### src/hdl/assert_macros.svh
// Assertion macros shared by the modules that carry concurrent checks.
`ifndef ASSERT_MACROS_SVH
`define ASSERT_MACROS_SVH

// Checked on every rising clock edge while reset is released.
`define ASSERT_CLK(name, prop, msg) \
    name: assert property (@(posedge clk) disable iff (!rst_n) (prop)) else $error(msg);

// Checked on every rising clock edge, reset included.
`define ASSERT_ALWAYS(name, prop, msg) \
    name: assert property (@(posedge clk) (prop)) else $error(msg);

`endif

### src/hdl/pwe_pkg.sv
// Types and fixed constants of the polyline width extruder.
package pwe_pkg;

    // Stroke width register.
    localparam int WIDTH_W = 16;
    localparam logic [WIDTH_W-1:0] WIDTH_RESET = 16'd256;

    // Segment magnitudes are prescaled below 2^MAG_W.
    localparam int MAG_W = 15;
    localparam int MUL_W = 16;
    localparam int PROD_W = 2 * MUL_W;
    localparam int LEN2_W = 31;

    // Square root of len2 * 2^RAD_SHIFT, two radicand bits per step.
    localparam int RAD_SHIFT = 16;
    localparam int RAD_W = 48;
    localparam int ROOT_W = RAD_W / 2;
    localparam int REM_W = ROOT_W + 3;
    localparam int SQRT_STEPS = ROOT_W;

    // Quotient and numerator widths grow with the fraction bits.
    localparam int QUO_EXTRA = 9;
    localparam int NUM_EXTRA = 32;

    localparam int MUL_STEPS = 4;
    localparam int BEATS = 4;
    localparam int CNT_W = 5;

    typedef enum logic [3:0] {
        S_IDLE,
        S_DIFF,
        S_SCALE,
        S_MUL,
        S_SQRT,
        S_DINIT,
        S_DIV,
        S_OFFS,
        S_OUT
    } state_t;

    // Operand pair for the shared multiplier.
    typedef enum logic [1:0] {
        MUL_XX,
        MUL_YY,
        MUL_WY,
        MUL_WX
    } mul_sel_t;

    // Strip vertex emitted on an output beat.
    typedef enum logic [1:0] {
        BEAT_PREV,
        BEAT_PREV_OFF,
        BEAT_CUR,
        BEAT_CUR_OFF
    } beat_t;

    typedef struct packed {
        logic     accept;
        logic     diff;
        logic     scale_step;
        logic     mul_step;
        mul_sel_t mul_sel;
        logic     sqrt_init;
        logic     sqrt_step;
        logic     div_init;
        logic     div_step;
        logic     offs;
        logic     emit;
        beat_t    beat;
        logic     finish;
    } pwe_cmd_t;

    typedef struct packed {
        logic have_prev;
        logic zero_seg;
        logic scale_done;
        logic out_free;
    } pwe_sts_t;

endpackage

### src/hdl/polyline_width_extruder_top.sv
// Top level of the polyline width extruder: stream ports, controller and datapath.
//
// Each polyline vertex that follows another vertex of the same polyline yields four
// strip vertices: the previous vertex, the previous vertex pushed out along the left
// normal by the stroke width, the current vertex, and the current vertex pushed out
// the same way (tlast set on that fourth beat). A vertex is taken only while the
// block is idle; the segment then runs through a prescaler (one bit shift a cycle),
// four shared-multiplier steps, a 24-step square root and FRAC_BITS + 9 division
// steps before its four output beats. The prescaler makes 0 to COORD_BITS - 15
// shifts. A zero-length segment skips the multiplier, square root and division, and
// the first vertex of a polyline is only stored and yields no output.
// Output stalls stretch the beat phase only.
module polyline_width_extruder_top #(
    parameter int COORD_BITS = 24,
    parameter int FRAC_BITS  = 8
) (
    input  logic                               clk,
    input  logic                               rst_n,
    input  logic                               cfg_we,
    input  logic [15:0]                        cfg_wdata,
    input  logic                               s_tvalid,
    output logic                               s_tready,
    // pos_x, pos_y, vertex_color from bit 0 up, zero filled to whole bytes
    input  logic [((2*COORD_BITS+32+7)/8)*8-1:0] s_tdata,
    input  logic                               s_tlast,
    output logic                               m_tvalid,
    input  logic                               m_tready,
    // out_x, out_y, out_color from bit 0 up, zero filled to whole bytes
    output logic [((2*COORD_BITS+32+7)/8)*8-1:0] m_tdata,
    output logic                               m_tlast
);
    import pwe_pkg::*;

    `include "assert_macros.svh"

    localparam int CB     = COORD_BITS;
    localparam int DATA_W = ((2 * CB + 32 + 7) / 8) * 8;

    pwe_cmd_t              cmd;
    pwe_sts_t              sts;
    logic signed [CB-1:0]  out_x;
    logic signed [CB-1:0]  out_y;
    logic [31:0]           out_color;

    pwe_ctrl #(
        .DIV_STEPS (FRAC_BITS + QUO_EXTRA)
    ) u_ctrl (
        .clk      (clk),
        .rst_n    (rst_n),
        .s_tvalid (s_tvalid),
        .s_tready (s_tready),
        .sts      (sts),
        .cmd      (cmd)
    );

    pwe_datapath #(
        .COORD_BITS (COORD_BITS),
        .FRAC_BITS  (FRAC_BITS)
    ) u_dp (
        .clk          (clk),
        .rst_n        (rst_n),
        .cfg_we       (cfg_we),
        .cfg_wdata    (cfg_wdata),
        .pos_x        (s_tdata[CB-1:0]),
        .pos_y        (s_tdata[2*CB-1:CB]),
        .vertex_color (s_tdata[2*CB+31:2*CB]),
        .ends_line    (s_tlast),
        .m_tready     (m_tready),
        .m_tvalid     (m_tvalid),
        .out_x        (out_x),
        .out_y        (out_y),
        .out_color    (out_color),
        .run_last     (m_tlast),
        .cmd          (cmd),
        .sts          (sts)
    );

    // Pack the output beat.
    assign m_tdata = DATA_W'({out_color, out_y, out_x});

    // A new beat never overwrites one that is still waiting.
    `ASSERT_CLK(a_emit_free, cmd.emit |-> (!m_tvalid || m_tready), "beat overwritten")

    // The fourth strip vertex shows up with tlast on the next cycle.
    `ASSERT_CLK(a_last_beat, cmd.emit && cmd.beat == BEAT_CUR_OFF |=> m_tvalid && m_tlast, "tlast missing on fourth beat")

    // A vertex that starts a segment closes the input until its beats are out.
    `ASSERT_CLK(a_busy_after_accept, s_tvalid && s_tready && sts.have_prev |=> !s_tready, "input open during segment work")

    // No arithmetic or output step runs while the input is open.
    `ASSERT_ALWAYS(a_idle_quiet, s_tready |-> !cmd.emit && !cmd.sqrt_step && !cmd.div_step, "datapath busy while idle")

endmodule

### src/hdl/pwe_ctrl.sv
// Controller state machine that sequences the extruder datapath.
module pwe_ctrl #(
    parameter int DIV_STEPS = 17
) (
    input  logic              clk,
    input  logic              rst_n,
    input  logic              s_tvalid,
    output logic              s_tready,
    input  pwe_pkg::pwe_sts_t sts,
    output pwe_pkg::pwe_cmd_t cmd
);
    import pwe_pkg::*;

    state_t           state_reg;
    state_t           state_next;
    logic [CNT_W-1:0] cnt_reg;
    logic [CNT_W-1:0] cnt_next;
    logic             advance;
    logic             emit;

    assign emit = (state_reg == S_OUT) && sts.out_free;

    // State and step counter registers.
    always_ff @(posedge clk or negedge rst_n)
    begin
        if (!rst_n)
        begin
            state_reg <= S_IDLE;
            cnt_reg   <= '0;
        end
        else
        begin
            state_reg <= state_next;
            cnt_reg   <= cnt_next;
        end
    end

    // Next state.
    always_comb
    begin
        state_next = state_reg;
        unique case (state_reg)
            S_IDLE:
            begin
                if (s_tvalid && sts.have_prev)
                    state_next = S_DIFF;
            end
            S_DIFF:
                state_next = S_SCALE;
            S_SCALE:
            begin
                if (sts.zero_seg)
                    state_next = S_OFFS;
                else if (sts.scale_done)
                    state_next = S_MUL;
            end
            S_MUL:
            begin
                if (cnt_reg == CNT_W'(MUL_STEPS - 1))
                    state_next = S_SQRT;
            end
            S_SQRT:
            begin
                if (cnt_reg == CNT_W'(SQRT_STEPS - 1))
                    state_next = S_DINIT;
            end
            S_DINIT:
                state_next = S_DIV;
            S_DIV:
            begin
                if (cnt_reg == CNT_W'(DIV_STEPS - 1))
                    state_next = S_OFFS;
            end
            S_OFFS:
                state_next = S_OUT;
            S_OUT:
            begin
                if (emit && cnt_reg == CNT_W'(BEATS - 1))
                    state_next = S_IDLE;
            end
            default:
                state_next = S_IDLE;
        endcase
    end

    // The counter restarts in every state and counts steps or beats.
    always_comb
    begin
        advance = (state_reg == S_MUL) || (state_reg == S_SQRT) ||
                  (state_reg == S_DIV) || emit;
        if (state_next != state_reg)
            cnt_next = '0;
        else if (advance)
            cnt_next = cnt_reg + 1'b1;
        else
            cnt_next = cnt_reg;
    end

    // Commands to the datapath.
    always_comb
    begin
        cmd            = '0;
        cmd.mul_sel    = mul_sel_t'(cnt_reg[1:0]);
        cmd.beat       = beat_t'(cnt_reg[1:0]);
        s_tready       = 1'b0;
        unique case (state_reg)
            S_IDLE:
            begin
                s_tready   = 1'b1;
                cmd.accept = s_tvalid;
            end
            S_DIFF:
                cmd.diff = 1'b1;
            S_SCALE:
                cmd.scale_step = !sts.zero_seg && !sts.scale_done;
            S_MUL:
            begin
                cmd.mul_step  = 1'b1;
                cmd.sqrt_init = (cnt_reg == CNT_W'(MUL_STEPS - 1));
            end
            S_SQRT:
                cmd.sqrt_step = 1'b1;
            S_DINIT:
                cmd.div_init = 1'b1;
            S_DIV:
                cmd.div_step = 1'b1;
            S_OFFS:
                cmd.offs = 1'b1;
            S_OUT:
            begin
                cmd.emit   = emit;
                cmd.finish = emit && (cnt_reg == CNT_W'(BEATS - 1));
            end
            default:
                cmd = '0;
        endcase
    end

endmodule

### src/hdl/pwe_datapath.sv
// Datapath: vertex registers, prescaler, shared multiplier, square root,
// two division lanes, saturating offsets and the output register.
module pwe_datapath #(
    parameter int COORD_BITS = 24,
    parameter int FRAC_BITS  = 8
) (
    input  logic                           clk,
    input  logic                           rst_n,
    input  logic                           cfg_we,
    input  logic [pwe_pkg::WIDTH_W-1:0]    cfg_wdata,
    input  logic signed [COORD_BITS-1:0]   pos_x,
    input  logic signed [COORD_BITS-1:0]   pos_y,
    input  logic [31:0]                    vertex_color,
    input  logic                           ends_line,
    input  logic                           m_tready,
    output logic                           m_tvalid,
    output logic signed [COORD_BITS-1:0]   out_x,
    output logic signed [COORD_BITS-1:0]   out_y,
    output logic [31:0]                    out_color,
    output logic                           run_last,
    input  pwe_pkg::pwe_cmd_t              cmd,
    output pwe_pkg::pwe_sts_t              sts
);
    import pwe_pkg::*;

    localparam int CB    = COORD_BITS;
    localparam int AX_W  = (CB + 1 > MUL_W) ? CB + 1 : MUL_W;
    localparam int QUO_W = FRAC_BITS + QUO_EXTRA;
    localparam int NUM_W = FRAC_BITS + NUM_EXTRA;
    localparam int OFF_W = QUO_W + 1;
    localparam int SUM_W = ((CB > OFF_W) ? CB : OFF_W) + 1;
    localparam logic signed [SUM_W-1:0] SMAX = SUM_W'((64'sd1 <<< (CB - 1)) - 64'sd1);
    localparam logic signed [SUM_W-1:0] SMIN = -SMAX - SUM_W'(1);

    // Saturating add of an offset to a coordinate.
    function automatic logic signed [CB-1:0] sat_add(
        input logic signed [CB-1:0]    base,
        input logic signed [OFF_W-1:0] off
    );
        logic signed [SUM_W-1:0] s;
        s = SUM_W'(base) + SUM_W'(off);
        if (s > SMAX)
            return CB'(SMAX);
        else if (s < SMIN)
            return CB'(SMIN);
        else
            return CB'(s);
    endfunction

    // One restoring division step: shift in a dividend bit, try the divisor.
    function automatic logic [ROOT_W+QUO_W-1:0] div_step_f(
        input logic [ROOT_W-1:0] rem,
        input logic [QUO_W-1:0]  quo,
        input logic [ROOT_W-1:0] den
    );
        logic [ROOT_W:0] t;
        logic            ge;
        t  = {rem, quo[QUO_W-1]};
        ge = (t >= {1'b0, den});
        if (ge)
            return {ROOT_W'(t - {1'b0, den}), quo[QUO_W-2:0], 1'b1};
        else
            return {ROOT_W'(t), quo[QUO_W-2:0], 1'b0};
    endfunction

    logic [WIDTH_W-1:0]    width_reg;
    logic signed [CB-1:0]  prev_x_reg, prev_y_reg, cur_x_reg, cur_y_reg;
    logic [31:0]           prev_color_reg, cur_color_reg;
    logic                  cur_ends_reg;
    logic                  have_prev_reg;
    logic [AX_W-1:0]       ax_reg, ay_reg;
    logic                  dx_pos_reg, dy_pos_reg;
    logic [PROD_W-1:0]     prod_xx_reg, prod_yy_reg, prod_wy_reg, prod_wx_reg;
    logic [LEN2_W-1:0]     len2_reg;
    logic [RAD_W-1:0]      rad_reg;
    logic [REM_W-1:0]      srem_reg;
    logic [ROOT_W-1:0]     root_reg;
    logic [ROOT_W-1:0]     rem_x_reg, rem_y_reg;
    logic [QUO_W-1:0]      quo_x_reg, quo_y_reg;
    logic signed [CB-1:0]  poff_x_reg, poff_y_reg, coff_x_reg, coff_y_reg;
    logic                  m_tvalid_reg;
    logic signed [CB-1:0]  out_x_reg, out_y_reg;
    logic [31:0]           out_color_reg;
    logic                  run_last_reg;

    logic signed [CB:0]    dx, dy;
    logic [CB:0]           adx, ady;
    logic [MUL_W-1:0]      mul_a, mul_b;
    logic [PROD_W-1:0]     prod;
    logic [REM_W-1:0]      srem_shift, strial;
    logic [NUM_W-1:0]      num_x, num_y;
    logic [ROOT_W+QUO_W-1:0] step_x, step_y;
    logic signed [OFF_W-1:0] off_x, off_y;
    logic                  zero_seg;

    // Status back to the controller.
    assign zero_seg = (ax_reg == '0) && (ay_reg == '0);
    assign sts.have_prev  = have_prev_reg;
    assign sts.zero_seg   = zero_seg;
    assign sts.scale_done = (ax_reg[AX_W-1:MAG_W] == '0) && (ay_reg[AX_W-1:MAG_W] == '0);
    assign sts.out_free   = !m_tvalid_reg || m_tready;

    // Stroke width register.
    always_ff @(posedge clk or negedge rst_n)
    begin
        if (!rst_n)
            width_reg <= WIDTH_RESET;
        else if (cfg_we)
            width_reg <= cfg_wdata;
    end

    // Previous vertex and its presence flag.
    always_ff @(posedge clk or negedge rst_n)
    begin
        if (!rst_n)
        begin
            have_prev_reg  <= 1'b0;
            prev_x_reg     <= '0;
            prev_y_reg     <= '0;
            prev_color_reg <= '0;
        end
        else if (cmd.accept && !have_prev_reg)
        begin
            have_prev_reg  <= !ends_line;
            prev_x_reg     <= pos_x;
            prev_y_reg     <= pos_y;
            prev_color_reg <= vertex_color;
        end
        else if (cmd.finish)
        begin
            have_prev_reg  <= !cur_ends_reg;
            prev_x_reg     <= cur_x_reg;
            prev_y_reg     <= cur_y_reg;
            prev_color_reg <= cur_color_reg;
        end
    end

    // Current vertex.
    always_ff @(posedge clk)
    begin
        if (cmd.accept && have_prev_reg)
        begin
            cur_x_reg     <= pos_x;
            cur_y_reg     <= pos_y;
            cur_color_reg <= vertex_color;
            cur_ends_reg  <= ends_line;
        end
    end

    // Segment difference and magnitudes.
    always_comb
    begin
        dx  = (CB + 1)'(cur_x_reg) - (CB + 1)'(prev_x_reg);
        dy  = (CB + 1)'(cur_y_reg) - (CB + 1)'(prev_y_reg);
        adx = dx[CB] ? (CB + 1)'(-dx) : (CB + 1)'(dx);
        ady = dy[CB] ? (CB + 1)'(-dy) : (CB + 1)'(dy);
    end

    // Magnitudes load from the difference, then shift until both fit.
    always_ff @(posedge clk)
    begin
        if (cmd.diff)
        begin
            ax_reg     <= AX_W'(adx);
            ay_reg     <= AX_W'(ady);
            dx_pos_reg <= !dx[CB] && (dx != '0);
            dy_pos_reg <= !dy[CB] && (dy != '0);
        end
        else if (cmd.scale_step)
        begin
            ax_reg <= ax_reg >> 1;
            ay_reg <= ay_reg >> 1;
        end
    end

    // Shared multiplier, one product per step.
    always_comb
    begin
        unique case (cmd.mul_sel)
            MUL_XX:
            begin
                mul_a = ax_reg[MUL_W-1:0];
                mul_b = ax_reg[MUL_W-1:0];
            end
            MUL_YY:
            begin
                mul_a = ay_reg[MUL_W-1:0];
                mul_b = ay_reg[MUL_W-1:0];
            end
            MUL_WY:
            begin
                mul_a = width_reg;
                mul_b = ay_reg[MUL_W-1:0];
            end
            MUL_WX:
            begin
                mul_a = width_reg;
                mul_b = ax_reg[MUL_W-1:0];
            end
            default:
            begin
                mul_a = '0;
                mul_b = '0;
            end
        endcase
        prod = mul_a * mul_b;
    end

    always_ff @(posedge clk)
    begin
        if (cmd.mul_step)
        begin
            case (cmd.mul_sel)
                MUL_XX: prod_xx_reg <= prod;
                MUL_YY: prod_yy_reg <= prod;
                MUL_WY:
                begin
                    prod_wy_reg <= prod;
                    len2_reg    <= LEN2_W'(prod_xx_reg + prod_yy_reg);
                end
                default: prod_wx_reg <= prod;
            endcase
        end
    end

    // Digit-by-digit square root, two radicand bits per step.
    always_comb
    begin
        srem_shift = {srem_reg[REM_W-3:0], rad_reg[RAD_W-1 -: 2]};
        strial     = REM_W'({root_reg, 2'b01});
    end

    always_ff @(posedge clk)
    begin
        if (cmd.sqrt_init)
        begin
            rad_reg  <= RAD_W'({len2_reg, {RAD_SHIFT{1'b0}}});
            srem_reg <= '0;
            root_reg <= '0;
        end
        else if (cmd.sqrt_step)
        begin
            rad_reg <= {rad_reg[RAD_W-3:0], 2'b00};
            if (srem_shift >= strial)
            begin
                srem_reg <= srem_shift - strial;
                root_reg <= {root_reg[ROOT_W-2:0], 1'b1};
            end
            else
            begin
                srem_reg <= srem_shift;
                root_reg <= {root_reg[ROOT_W-2:0], 1'b0};
            end
        end
    end

    // Two division lanes share the length as divisor; dividends round half up.
    always_comb
    begin
        num_x  = (NUM_W'(prod_wy_reg) << FRAC_BITS) + NUM_W'(root_reg >> 1);
        num_y  = (NUM_W'(prod_wx_reg) << FRAC_BITS) + NUM_W'(root_reg >> 1);
        step_x = div_step_f(rem_x_reg, quo_x_reg, root_reg);
        step_y = div_step_f(rem_y_reg, quo_y_reg, root_reg);
    end

    always_ff @(posedge clk)
    begin
        if (cmd.div_init)
        begin
            rem_x_reg <= ROOT_W'(num_x[NUM_W-1:QUO_W]);
            quo_x_reg <= num_x[QUO_W-1:0];
            rem_y_reg <= ROOT_W'(num_y[NUM_W-1:QUO_W]);
            quo_y_reg <= num_y[QUO_W-1:0];
        end
        else if (cmd.div_step)
        begin
            {rem_x_reg, quo_x_reg} <= step_x;
            {rem_y_reg, quo_y_reg} <= step_y;
        end
    end

    // Signed offsets along the left normal, zero for a degenerate segment.
    always_comb
    begin
        if (zero_seg)
        begin
            off_x = '0;
            off_y = '0;
        end
        else
        begin
            off_x = dy_pos_reg ? -OFF_W'(quo_x_reg) : OFF_W'(quo_x_reg);
            off_y = dx_pos_reg ? OFF_W'(quo_y_reg) : -OFF_W'(quo_y_reg);
        end
    end

    always_ff @(posedge clk)
    begin
        if (cmd.offs)
        begin
            poff_x_reg <= sat_add(prev_x_reg, off_x);
            poff_y_reg <= sat_add(prev_y_reg, off_y);
            coff_x_reg <= sat_add(cur_x_reg, off_x);
            coff_y_reg <= sat_add(cur_y_reg, off_y);
        end
    end

    // Output register valid flag.
    always_ff @(posedge clk or negedge rst_n)
    begin
        if (!rst_n)
            m_tvalid_reg <= 1'b0;
        else if (cmd.emit)
            m_tvalid_reg <= 1'b1;
        else if (m_tready)
            m_tvalid_reg <= 1'b0;
    end

    // Output register payload, one strip vertex per beat.
    always_ff @(posedge clk)
    begin
        if (cmd.emit)
        begin
            case (cmd.beat)
                BEAT_PREV:
                begin
                    out_x_reg     <= prev_x_reg;
                    out_y_reg     <= prev_y_reg;
                    out_color_reg <= prev_color_reg;
                    run_last_reg  <= 1'b0;
                end
                BEAT_PREV_OFF:
                begin
                    out_x_reg     <= poff_x_reg;
                    out_y_reg     <= poff_y_reg;
                    out_color_reg <= prev_color_reg;
                    run_last_reg  <= 1'b0;
                end
                BEAT_CUR:
                begin
                    out_x_reg     <= cur_x_reg;
                    out_y_reg     <= cur_y_reg;
                    out_color_reg <= cur_color_reg;
                    run_last_reg  <= 1'b0;
                end
                default:
                begin
                    out_x_reg     <= coff_x_reg;
                    out_y_reg     <= coff_y_reg;
                    out_color_reg <= cur_color_reg;
                    run_last_reg  <= 1'b1;
                end
            endcase
        end
    end

    assign m_tvalid  = m_tvalid_reg;
    assign out_x     = out_x_reg;
    assign out_y     = out_y_reg;
    assign out_color = out_color_reg;
    assign run_last  = run_last_reg;

endmodule

### config.mk
export PLATFORM = sky130hd
export DESIGN_NAME = polyline_width_extruder_top
export DESIGN_NICKNAME = d
export VERILOG_FILES = /design/src/hdl/pwe_pkg.sv /design/src/hdl/polyline_width_extruder_top.sv /design/src/hdl/pwe_ctrl.sv /design/src/hdl/pwe_datapath.sv
export VERILOG_INCLUDE_DIRS = /design/src /design/src/hdl
export SDC_FILE = /design/constraint.sdc
export NUM_CORES = 2
export LEC_CHECK = 0
export ABC_AREA = 1
export ABC_CLOCK_PERIOD_IN_PS = 10880
export CAP_MARGIN = 30
export CORE_ASPECT_RATIO = 0.8
export CORE_MARGIN = 2
export CORE_UTILIZATION = 60
export CTS_CLUSTER_DIAMETER = 120
export DETAILED_ROUTE_END_ITERATION = 8
export DONT_BUFFER_PORTS = 1
export MAX_ROUTING_LAYER = met4
export PLACE_DENSITY = 0.83
export SETUP_SLACK_MARGIN = 0.02
export SLEW_MARGIN = 10
export SYNTH_ARGS = -nofsm -noshare
export SYNTH_HDL_FRONTEND = slang
export SYNTH_HIERARCHICAL = 1
export SYNTH_SLANG_ARGS = --single-unit
### constraint.sdc
create_clock -name clk -period 10.88 [get_ports clk]
set_input_delay 2.176 -clock clk [delete_from_list [all_inputs] [get_ports clk]]
set_output_delay 2.176 -clock clk [all_outputs]
set_load 0.005 [all_outputs]
### After elaboration in Yosys (flattened, before gate mapping)

Index checks and enable logic that the tools add are counted.

* output and inout port bits: 83
* register bits: 737
* logic and storage cells: 197
* input port bits: 102

* bitwise operators: 1
* $mul: 1
* add/subtract/negate cells: 17
* multiplexer cells: 67
* $lt $le $gt $ge: 11
* equal/unequal tests: 15
* reductions and logical operators: 46

Operators by type and width (number)
* 24-bit two-way mux: 8
* 25-bit two-way mux: 7
* 24-bit case mux with 3 select lines: 2
* 24-bit by 18-bit adder with 25-bit output: 4
* 25-bit by 24-bit > comparator with 1-bit output, second input constant: 4
* 25-bit by 24-bit less-than comparator with 1-bit output, second input constant: 4
* 32-bit two-way mux: 3
* 47-bit two-way mux: 2
* 23-bit two-way mux: 4
* 41-bit two-way mux: 2
* 40-bit by 23-bit adder with 40-bit output: 2
* 18-bit two-way mux: 4
* 17-bit two-way mux: 4
* 25-bit by 24-bit greater-or-equal comparator with 1-bit output: 2
* 25-bit logical NOT: 2
* 25-bit negation: 2
* 25-bit nonzero test: 2
* 24-bit by 24-bit subtractor with 25-bit output: 2
* 16-bit case mux with 3 select lines: 1
* 24-bit subtractor: 2
* 17-bit negation with 18-bit output: 2
* 4-bit case mux with 9 select lines: 1
* 16-bit by 16-bit multiplier with 32-bit output: 1
* 16-bit case mux with 2 select lines: 1
* 29 further kinds: 90

### Logic depth before layout (Yosys ltp)

* word-level depth: 8
* mapped depth: 35
* depth with buffers taken out: 32

### By module

Netlist, hierarchy kept.

By module, submodules not included
* pwe_datapath: instances 1, area an instance 54786.3 um^2, cells each 6641, seq. area each 20851.2 um^2
* pwe_ctrl: instances 1, area an instance 699.4 um^2, cells each 110, seq. area each 225.2 um^2

### Worst setup path before layout

Ideal clock, no wire load.

* kind: register -> register
* from: register u_ctrl.state_reg[0]
* to: register u_dp.prod_wx_reg[29], data pin
* period minus slack after synthesis: 7.465 ns
* setup time: 0.274 ns
* data arrival time: 7.191 ns
* path slack: 3.415 ns
* buffers on the path: 3
* cell stages (with the launch flop): 32
* data required time: 10.606 ns
* path through: dfrtp_1 > nor2_1 > nand2_1 > a21oi_1 > buf_4 > inv_1 > ha_1 > clkbuf_1 > buf_1 > nand2_1 > o21ai_1 > inv_1 > nor2_1 > fa_1 > fa_1 > inv_1 > fa_1 > inv_1 > fa_1 > inv_1 > fa_1 > inv_1 > ha_1 > ha_1 > nand2_1 > nor4_1 > nand2_1 > o211ai_1 > nand3_1 > nand2_1 > a21oi_1 > xnor2_1

RTL lines
* start: declaration: line pwe_ctrl.sv:14 `state_t state_reg;`
* start signal: assignment: line pwe_ctrl.sv:33 `state_reg <= state_next;`
* end signal: assignment: line pwe_datapath.sv:221 `default: prod_wx_reg <= prod;`
* end: declaration: line pwe_datapath.sv:73 `logic [PROD_W-1:0] prod_xx_reg, prod_yy_reg, prod_wy_reg, prod_wx_reg;`

==> metrics <==
status=completed; Post-synth EDFFs=roughly 580; H-tree depth=3; full die area=94900 um2; routed vias/inst=6.10; Worst Clk Skew=between 30 and 40 ps; post-DP HPWL=between 100 and 150 mm; DIE WIDTH=approximately 340 um; FF+latch count, synth=about 740; CTS tree=built; Hold Path Class=reg -> reg; CP Launch Type=register; layout cells sized above 1=under 10%; PortBufs=0; share of the yosys chip area belonging to registers=38.0%; Synth area leader=edfxtp_1; clock sinks=737; total track usage=between 30% and 40%; most common cell in the netlist=nand2_1; Max Cap Violations=0; Nets=roughly 7.4k; Synth top area share=between 30% and 40%; Placer Congestion=between 1 and 1.5; post-CTS setup buffers=0; GRT overflow=0; ys async rst share=~15%; vias in the first global route=45.3k; final setup vio count=0; Setup TNS Final=0 ps; Most used DFF post-synth=edfxtp_1; post-placement cell area=roughly 57000 um2; post_cts resized=0; largest net degree at the start of global routing=approximately 110; WL final=170 mm; hold buffers post-CTS=0; CP max stage cell=o21ai_0; clock buffer depth=3; Post-DRT Antenna Nets=0; WS Path Type=reg -> reg; min cycle time layout=between 9000 and 10000 ps; slew margin rel.=31.1%; Synth Net Count=7452; RSZ-0062 raised after global routing=no; post-synthesis cell type count=65; period utilization=83.7%; drt wl/cell=about 21 um; area growth from synthesis to layout=7.46%; core area=just over 90000 um2; most frequent cells after synthesis=1820 x nand2_1, 854 x inv_1, 578 x edfxtp_1; top post-synthesis cells by area=edfxtp_1 31%, nand2_1 12%, ha_1 8.9%; TritonRoute pass-1 iters=7; first-pass GRT wire length=roughly 260 mm; Synth Cell Area=roughly 55000 um2; cell repeated most along the worst path=fa_1; clock slew at reported path FFs=70 ps; Slew Viols, Final=0; I/O pins=between 150 and 200; cells after synthesis=roughly 6.8k; Worst Max-Slew Pin Slew=around 1000 ps; Num CTS Buffers=slightly below 80; die span in y=roughly 280 um; syn_area_per_cell=roughly 8.2 um2; required time of the critical path=~11000 ps; dpl ws=approximately 1900 ps; fmax=roughly 110 MHz; row count=just under 100; CP Max Fanout=32; initial antenna violation count=1; Initial Utilization=60.7%; Setup WS post-layout=~1800 ps; CP arrival=approximately 9600 ps; synth warn=6; Fin. Hold Viols=0; drt drc=0; critical path's largest stage delay=approximately 900 ps; later-pin clock latency in the skew report=between 600 and 700 ps; routed via count=~49k; clk root buf=clkbuf_16; CP endpoint kind=register; final core utilization=approximately 65%; Finished Cell Area=slightly below 60000 um2; DRT iter0 DRCs=6651
metal layers:
metal | vias up | track usage [%] | wire (um)
li1 | 22400 | - | -
met1 | 23100 | 53.9 | 72100
met2 | 2933 | 50.3 | 70500
met3 | 363 | 8.00 | 22000
met4 | 0 | 10.3 | 5410
met5 | - | - | 0
kinds of logic (layout without fill, tap and decap cells):
| kind of cell | after synthesis | in the layout | share of synthesized area, % |
|---|---|---|---|
| and+or+nand+nor | 2963 | 2963 | 22.3 |
| AOI/OAI and AO/OA | 1135 | 1135 | 11.7 |
| buffers and inverters | 1050 | 1078 | 7.42 |
| DFF | 737 | 737 | 38.0 |
| adders and majority gates | 599 | 599 | 16.3 |
| xor gates and xnor gates | 267 | 267 | 4.28 |
| other | 0 | 4 | 0 |
area by class of cell:
class                   count  area (um2)
fillers                  7522       31800
repair buffers             60         634
inverters                 872        3280
flip-flops and latches    737       21100
multi-input cells        4964       30400
clock buffers              93        2080
clock inverters            53         651
well taps                1212        1520
diodes                      4        10.0
critical path, delay by kind of cell (launching register included):
| family | cells | cell delay, ps |
|---|---|---|
| AOI/OAI and AO/OA | 4 | 1440 |
| xor gates and xnor gates | 1 | 280 |
| adders and majority gates | 8 | 4140 |
| buffers and inverters | 5 | 940 |
| DFF | 1 | 440 |
| and+or+nand+nor | 8 | 1620 |
metrics by stage:
stage,hold WS (ps),cells
after floorplan,422,6751
after CTS,481,7978
after global placement,459,7825
final,479,7995
after global routing,507,7992
after detailed placement,467,7832
cell usage in the layout (no fill, tap or decap), types with 9 or more instances in the layout:
cell	count
a21boi_0	10
a21o_1	37
a21oi_1	394
a21oi_2	13
a31oi_1	22
buf_4	48
clkbuf_1	10
clkbuf_16	80
clkinv_1	11
clkinv_2	10
dfrtp_1	106
dfxtp_1	52
edfxtp_1	578
fa_1	205
ha_1	394
inv_1	850
inv_2	15
nand2_1	1818
nand2_2	36
nand3_1	317
nand3_2	13
nand3b_1	20
nand4_1	101
nor2_1	511
nor2_2	14
nor2_4	11
nor3_1	60
nor4_1	31
o211ai_1	99
o21a_1	16
o21ai_0	370
o21ai_1	54
o21ai_2	23
o21bai_1	32
o221ai_1	12
o22ai_1	29
or2_2	9
xnor2_1	103
xor2_1	159
path summary, 6_finish.rpt:
path                                startpoint                       to  slack (ps)  cells after the start
max                        u_ctrl/state_reg[1]     u_dp/prod_wx_reg[29]        1770                     26
min reg2reg                  u_dp/srem_reg[22]        u_dp/srem_reg[22]         480                      2
min in group asynchronous                rst_n  u_dp/prev_color_reg[19]        1210                      0
min                          u_dp/srem_reg[22]        u_dp/srem_reg[22]         480                      2
max reg2reg                u_ctrl/state_reg[1]     u_dp/prod_wx_reg[29]        1770                     26
max in group asynchronous                rst_n        u_dp/width_reg[8]        9360                      0
Power is left out: the tool's default activity adds up to more than one toggle a clock period on the data nets, which glitch-free logic cannot reach.
